===== config.mk =====
export PLATFORM = sky130hd
export DESIGN_NAME = ksel_ctrl
export DESIGN_NICKNAME = d
export VERILOG_FILES = /design/src/design/ksel_pkg.sv /design/src/design/ksel_ctrl.sv
export SDC_FILE = /design/constraint.sdc
export NUM_CORES = 1
export LEC_CHECK = 0
export BUFFER_PORTS_ARGS = -buffer_cell sky130_fd_sc_hd__buf_2
export CAP_MARGIN = 10
export CELL_PAD_IN_SITES_DETAIL_PLACEMENT = 1
export CELL_PAD_IN_SITES_GLOBAL_PLACEMENT = 2
export CORE_MARGIN = 1
export CORE_UTILIZATION = 25
export CTS_CLUSTER_DIAMETER = 150
export DETAILED_ROUTE_END_ITERATION = 10
export PLACE_DENSITY = 0.81
export SLEW_MARGIN = 30
export SYNTH_ARGS = -nofsm -noshare
export SYNTH_HDL_FRONTEND = slang
export SYNTH_SLANG_ARGS = --single-unit

===== constraint.sdc =====
create_clock -name clock -period 2.2 [get_ports clock]
set_input_delay 0.11 -clock clock [delete_from_list [all_inputs] [get_ports clock]]
set_output_delay 0.11 -clock clock [all_outputs]
set_load 0.03 [all_outputs]

===== src/design/ksel_pkg.sv =====
`default_nettype none
package ksel_pkg;

   typedef enum logic [4:0] {
      OP_NONE,
      OP_LOAD,
      OP_QSTART,
      OP_RD_LO,
      OP_HIT_LO,
      OP_CAP_A,
      OP_CAP_M,
      OP_CAP_Z,
      OP_RD_PIV,
      OP_XW1,
      OP_XW2,
      OP_RD_J,
      OP_CMP,
      OP_PW1,
      OP_PW2,
      OP_RD_S,
      OP_FW1,
      OP_FW2,
      OP_PUSH
   } ksel_op_type;

   typedef enum logic [4:0] {
      S_IDLE,
      S_CHK,
      S_HIT,
      S_MA,
      S_MM,
      S_MZ,
      S_XRD,
      S_XW1,
      S_XW2,
      S_PRD,
      S_PCMP,
      S_PW1,
      S_PW2,
      S_FW1,
      S_FW2,
      S_DONE
   } ksel_state_type;

   typedef struct packed {
      logic qerr;
      logic lo_eq_hi;
      logic j_eq_hi;
      logic less;
      logic tgt_eq_s;
      logic out_free;
   } ksel_status_type;

endpackage
`default_nettype wire


===== src/design/ksel_ctrl.sv =====
`default_nettype none
module ksel_ctrl import ksel_pkg::*; (
   input  wire logic            clock,
   input  wire logic            reset,
   input  wire logic            req_valid,
   output logic                 req_ready,
   input  wire logic            req_func,
   input  wire ksel_status_type status,
   output ksel_op_type          op
);

   ksel_state_type state_ff, state_in;

   always_ff @(posedge clock) begin
      if (reset) begin
         state_ff <= S_IDLE;
      end else begin
         state_ff <= state_in;
      end
   end

   always_comb begin
      state_in  = state_ff;
      op        = OP_NONE;
      req_ready = 1'b0;
      case (state_ff)
         S_IDLE: begin
            req_ready = 1'b1;
            if (req_valid) begin
               if (!req_func) begin
                  op = OP_LOAD;
               end else begin
                  op       = OP_QSTART;
                  state_in = status.qerr ? S_DONE : S_CHK;
               end
            end
         end
         S_CHK: begin
            op       = OP_RD_LO;
            state_in = status.lo_eq_hi ? S_HIT : S_MA;
         end
         S_HIT: begin
            op       = OP_HIT_LO;
            state_in = S_DONE;
         end
         S_MA: begin
            op       = OP_CAP_A;
            state_in = S_MM;
         end
         S_MM: begin
            op       = OP_CAP_M;
            state_in = S_MZ;
         end
         S_MZ: begin
            op       = OP_CAP_Z;
            state_in = S_XRD;
         end
         S_XRD: begin
            op       = OP_RD_PIV;
            state_in = S_XW1;
         end
         S_XW1: begin
            op       = OP_XW1;
            state_in = S_XW2;
         end
         S_XW2: begin
            op       = OP_XW2;
            state_in = S_PRD;
         end
         S_PRD: begin
            if (status.j_eq_hi) begin
               op       = OP_RD_S;
               state_in = S_FW1;
            end else begin
               op       = OP_RD_J;
               state_in = S_PCMP;
            end
         end
         S_PCMP: begin
            op       = OP_CMP;
            state_in = status.less ? S_PW1 : S_PRD;
         end
         S_PW1: begin
            op       = OP_PW1;
            state_in = S_PW2;
         end
         S_PW2: begin
            op       = OP_PW2;
            state_in = S_PRD;
         end
         S_FW1: begin
            op       = OP_FW1;
            state_in = S_FW2;
         end
         S_FW2: begin
            op       = OP_FW2;
            state_in = status.tgt_eq_s ? S_DONE : S_CHK;
         end
         S_DONE: begin
            if (status.out_free) begin
               op       = OP_PUSH;
               state_in = S_IDLE;
            end
         end
         default: state_in = S_IDLE;
      endcase
   end

endmodule
`default_nettype wire


==> impl_metrics.yaml <==
grt:
  global_route.usage.total_pct: 14.7
  antenna_found_initial: 0
  first_global_vias: 480
  grt_pass1_wl_um: 2140
  grt.overflow.total: 0
  maximum_number_of_pins_on_one_net_before_global_route_repair: 24
sta:
  setup_repair_after_global_routing_missed_its_margin: "no"
  clock_skew_ns: 0.00585
  period_needed_ns: 1.80
  setup_tns_ns: 0
  final_max_slew_viol_count: 0
  tightest_slew_ns: 0.701
  share_of_the_clock_period_used_by_the_worst_path_after_layout_pct: 81.9
  maximum_frequency_from_static_timing_analysis_mhz: 555
  final-hold-violation-count: 0
  setup_viol_count_final: 0
  timing.final.ws_setup_ns: 0.398
  worst_slew_margin_rel_pct: 53.2
route:
  drt_first_iter_violations: 8
  drc: 0
  wl_per_cell_um: 13.0
  viasPerCell: 5.22
  vias: 543
  finalWirelength_um: 1350
  drt_pass1_iterations: 4
  ant_nets: 0
final_layout:
  largest-register: "state_ff"
  layout.core_utilization_pct: 31.6
  largest_registers: "state_ff (4)"
  fin_nets: 91
  flow.area_growth_from_synthesis_pct: 19.1
  antennaDiodeCount: 0
  final_layout_size_suffix_gt1_share_pct: 22.8
  flip_flop_count_of_the_largest_register_all_copies_and_words_added: 4
pwr:
  clkPwrFrac_pct: 11.0
  pwr_total_uw: 854
  power.density_mw_per_mm2: 1570
  worst_ir_drop_vdd_uv: 371
  internal_power_uw: 371
  total_switching_power_uw: 483
  combPwrFrac_pct: 59.0
  p_seq_share_pct: 30.0
  swShare_pct: 56.6
  leakage_power_nw: 0.208
critical_path:
  crit_type: "flop to output pin"
  cp_num_buf_inv: 1
  critPathRequiredTime_ns: 2.09
  worst_path_dominant_cell_family: "flip-flops"
  regToRegStartpoint: "state_ff[3]"
  r2r_end: "state_ff[2]"
  worstSetupStartpointType: "flop"
  timing.critical_path.slowest_cell_delay_ns: 0.76
  cp_cell_sequence: "nand2_1 > o211ai_1 > buf_2"
  timing.reg2reg.setup_slack_ns: 0.49
  type_of_destination_of_the_critical_path: "output pin"
  crit_path_top_delay_cell: "sky130_fd_sc_hd__dfxtp_1"
  critical_path_at_ns: 1.69
  reg2reg_depth: 4
  crit_path_max_fanout: 23
logic_synthesis:
  synth_async_reset_ratio_pct: 0
  synth-seq-cells: 4
  synth-compound-area-share_pct: 36.9
  main_combinational_cell_family_by_area_after_synthesis: "compound AO/OA/AOI/OAI gates"
  postSynthCellCount: 69
  postSynthNetCount: 79
  synth_seq_area_share_pct: 17.5
  synth-edff-count: 0
  netlist.top_cell.by_area: "sky130_fd_sc_hd__dfxtp_1"
  ys_top_cells_by_count: "sky130_fd_sc_hd__a21oi_1 (8), sky130_fd_sc_hd__nand2_1 (7), sky130_fd_sc_hd__nor2_1 (6)"
  synth.top_cell.area_share_pct: 17.5
  yosys_warning_count: 0
  synthesized_area_per_cell_um2: 6.64
  synth_simple_gate_area_share_pct: 36.6
  synthAdderAreaFrac_pct: 0
  synth.top_cells.by_area: "sky130_fd_sc_hd__dfxtp_1 (17%), sky130_fd_sc_hd__a21oi_1 (8.7%), sky130_fd_sc_hd__nand2_1 (5.7%), sky130_fd_sc_hd__nor2b_1 (5.5%), sky130_fd_sc_hd__nor2_1 (4.9%)"
  postSynth.topFlopCell: "sky130_fd_sc_hd__dfxtp_1"
  synth.distinct_cells: 31
  synthMostInstantiatedCell: "sky130_fd_sc_hd__a21oi_1"
  synthMuxAreaShare_pct: 0
  post_synth_instance_area_um2: 458
  synthXorXnorAreaFrac_pct: 0
clock_network:
  ctsResizeCount: 0
  clk_latency_ns: 0.24
  tritoncts_num_sinks: 4
  cts-buffers-inserted: 3
  cts_tree: "built"
  worst_setup_hold_path_clk_slew_ns: 0.04
  ctsHoldBuffers: 0
  h-tree-depth: 1
  clock_path_buffers: 2
  post_cts.repair.setup_buffers: 0
  clock-root-buffer: "sky130_fd_sc_hd__clkbuf_4"
worst_hold_path:
  holdPathEnd: "state_ff[1]"
  worst_hold_startpoint: "reset"
  worstHoldPathType: "input pin to flop"
  hold_depth: 2
job:
  maxCapViolations: 0
floorplan:
  fp.dieArea_mm2: 0.00201
  core_region_area_mm2: 0.00173
  rows: 15
  die_width_um: 44.8
  floorplan.initialDensity_pct: 26.5
  boundaryPins: 16
  fp.dieH_um: 44.8
placed_design:
  gp_congestion: 0.722
  dp.final_hpwl_um: 941
  io_buffer_count: 15
  dp_worst_setup_slack_ns: 0.519
status:
  outcome: "finished clean"
## layer usage
layer	global-route usage [%]	vias up	wire length [um]
met1	19.7	247	634
met3	3.60	0	59
met4	5.45	0	0
li1	-	283	-
met2	22.6	13	655
met5	0	-	0
## area by class of cell
type                            count  area, um2
Sequential cell                     4       80.1
Multi-Input combinational cell     57        337
Timing Repair Buffer               15       75.1
Clock buffer                        3       22.5
Tap cell                           25       31.3
Fill cell                         233       1180
## power groups by stage
stage,Combinational (mW),Clock [mW],Sequential [mW]
final,0.504,0.0939,0.257
after global routing,0.560,0.101,0.277
after floorplan,0.525,0,0.120
after global placement,0.497,0,0.250
after detailed placement,0.504,0,0.252
after CTS,0.510,0.0984,0.250
## through the flow
| stage | hold WS, ns | instance area (um2) | cells |
|---|---|---|---|
| global placement | 0.325 | 523 | 101 |
| finish | 0.0899 | 546 | 104 |
| global route | 0.101 | 546 | 104 |
| CTS | 0.0793 | 546 | 104 |
| detailed placement | 0.336 | 523 | 101 |
| floorplan | 0.179 | 458 | 69 |
## worst register-to-register path, cell delays in order (launching register included)
cell	delay [ns]
sky130_fd_sc_hd__dfxtp_1	0.76
sky130_fd_sc_hd__nand2_1	0.24
sky130_fd_sc_hd__o2bb2a_1	0.39
sky130_fd_sc_hd__o21ai_1	0.10
sky130_fd_sc_hd__a21oi_1	0.09
## worst max path at each step
stage | startpoint | endpoint | slack (ns) | cells past startpoint
6_report | state_ff[3] | op[0] | 0.40 | 3
5_1_grt | state_ff[3] | op[4] | 0.18 | 3
4_1_cts | state_ff[3] | op[0] | 0.41 | 3
3_5_place_dp | state_ff[3] | state_ff[2] | 0.52 | 4
3_3_place_gp | state_ff[3] | state_ff[1] | 0.59 | 4
2_1_floorplan | state_ff[2] | req_ready | 0.47 | 3
## cells by family (layout without fill, tap and decap cells)
family,Yosys count,after routing
buffers and inverters,8,18
AND/OR/NAND/NOR,31,31
AO/OA/AOI/OAI,26,26
flip-flops,4,4
## layout by cell type, fill, tap and decap left out, types with 2 or more instances in the layout
master and count:
sky130_fd_sc_hd__a211oi_1 2, sky130_fd_sc_hd__a21oi_1 8, sky130_fd_sc_hd__a311oi_1 2, sky130_fd_sc_hd__buf_2 15
sky130_fd_sc_hd__clkbuf_4 3, sky130_fd_sc_hd__dfxtp_1 4, sky130_fd_sc_hd__nand2_1 7, sky130_fd_sc_hd__nand2b_1 3
sky130_fd_sc_hd__nand3_1 2, sky130_fd_sc_hd__nor2_1 6, sky130_fd_sc_hd__nor2b_1 4, sky130_fd_sc_hd__nor4_1 2
sky130_fd_sc_hd__o21ai_0 4
No activity file was read; power rests on OpenSTA's default activity.
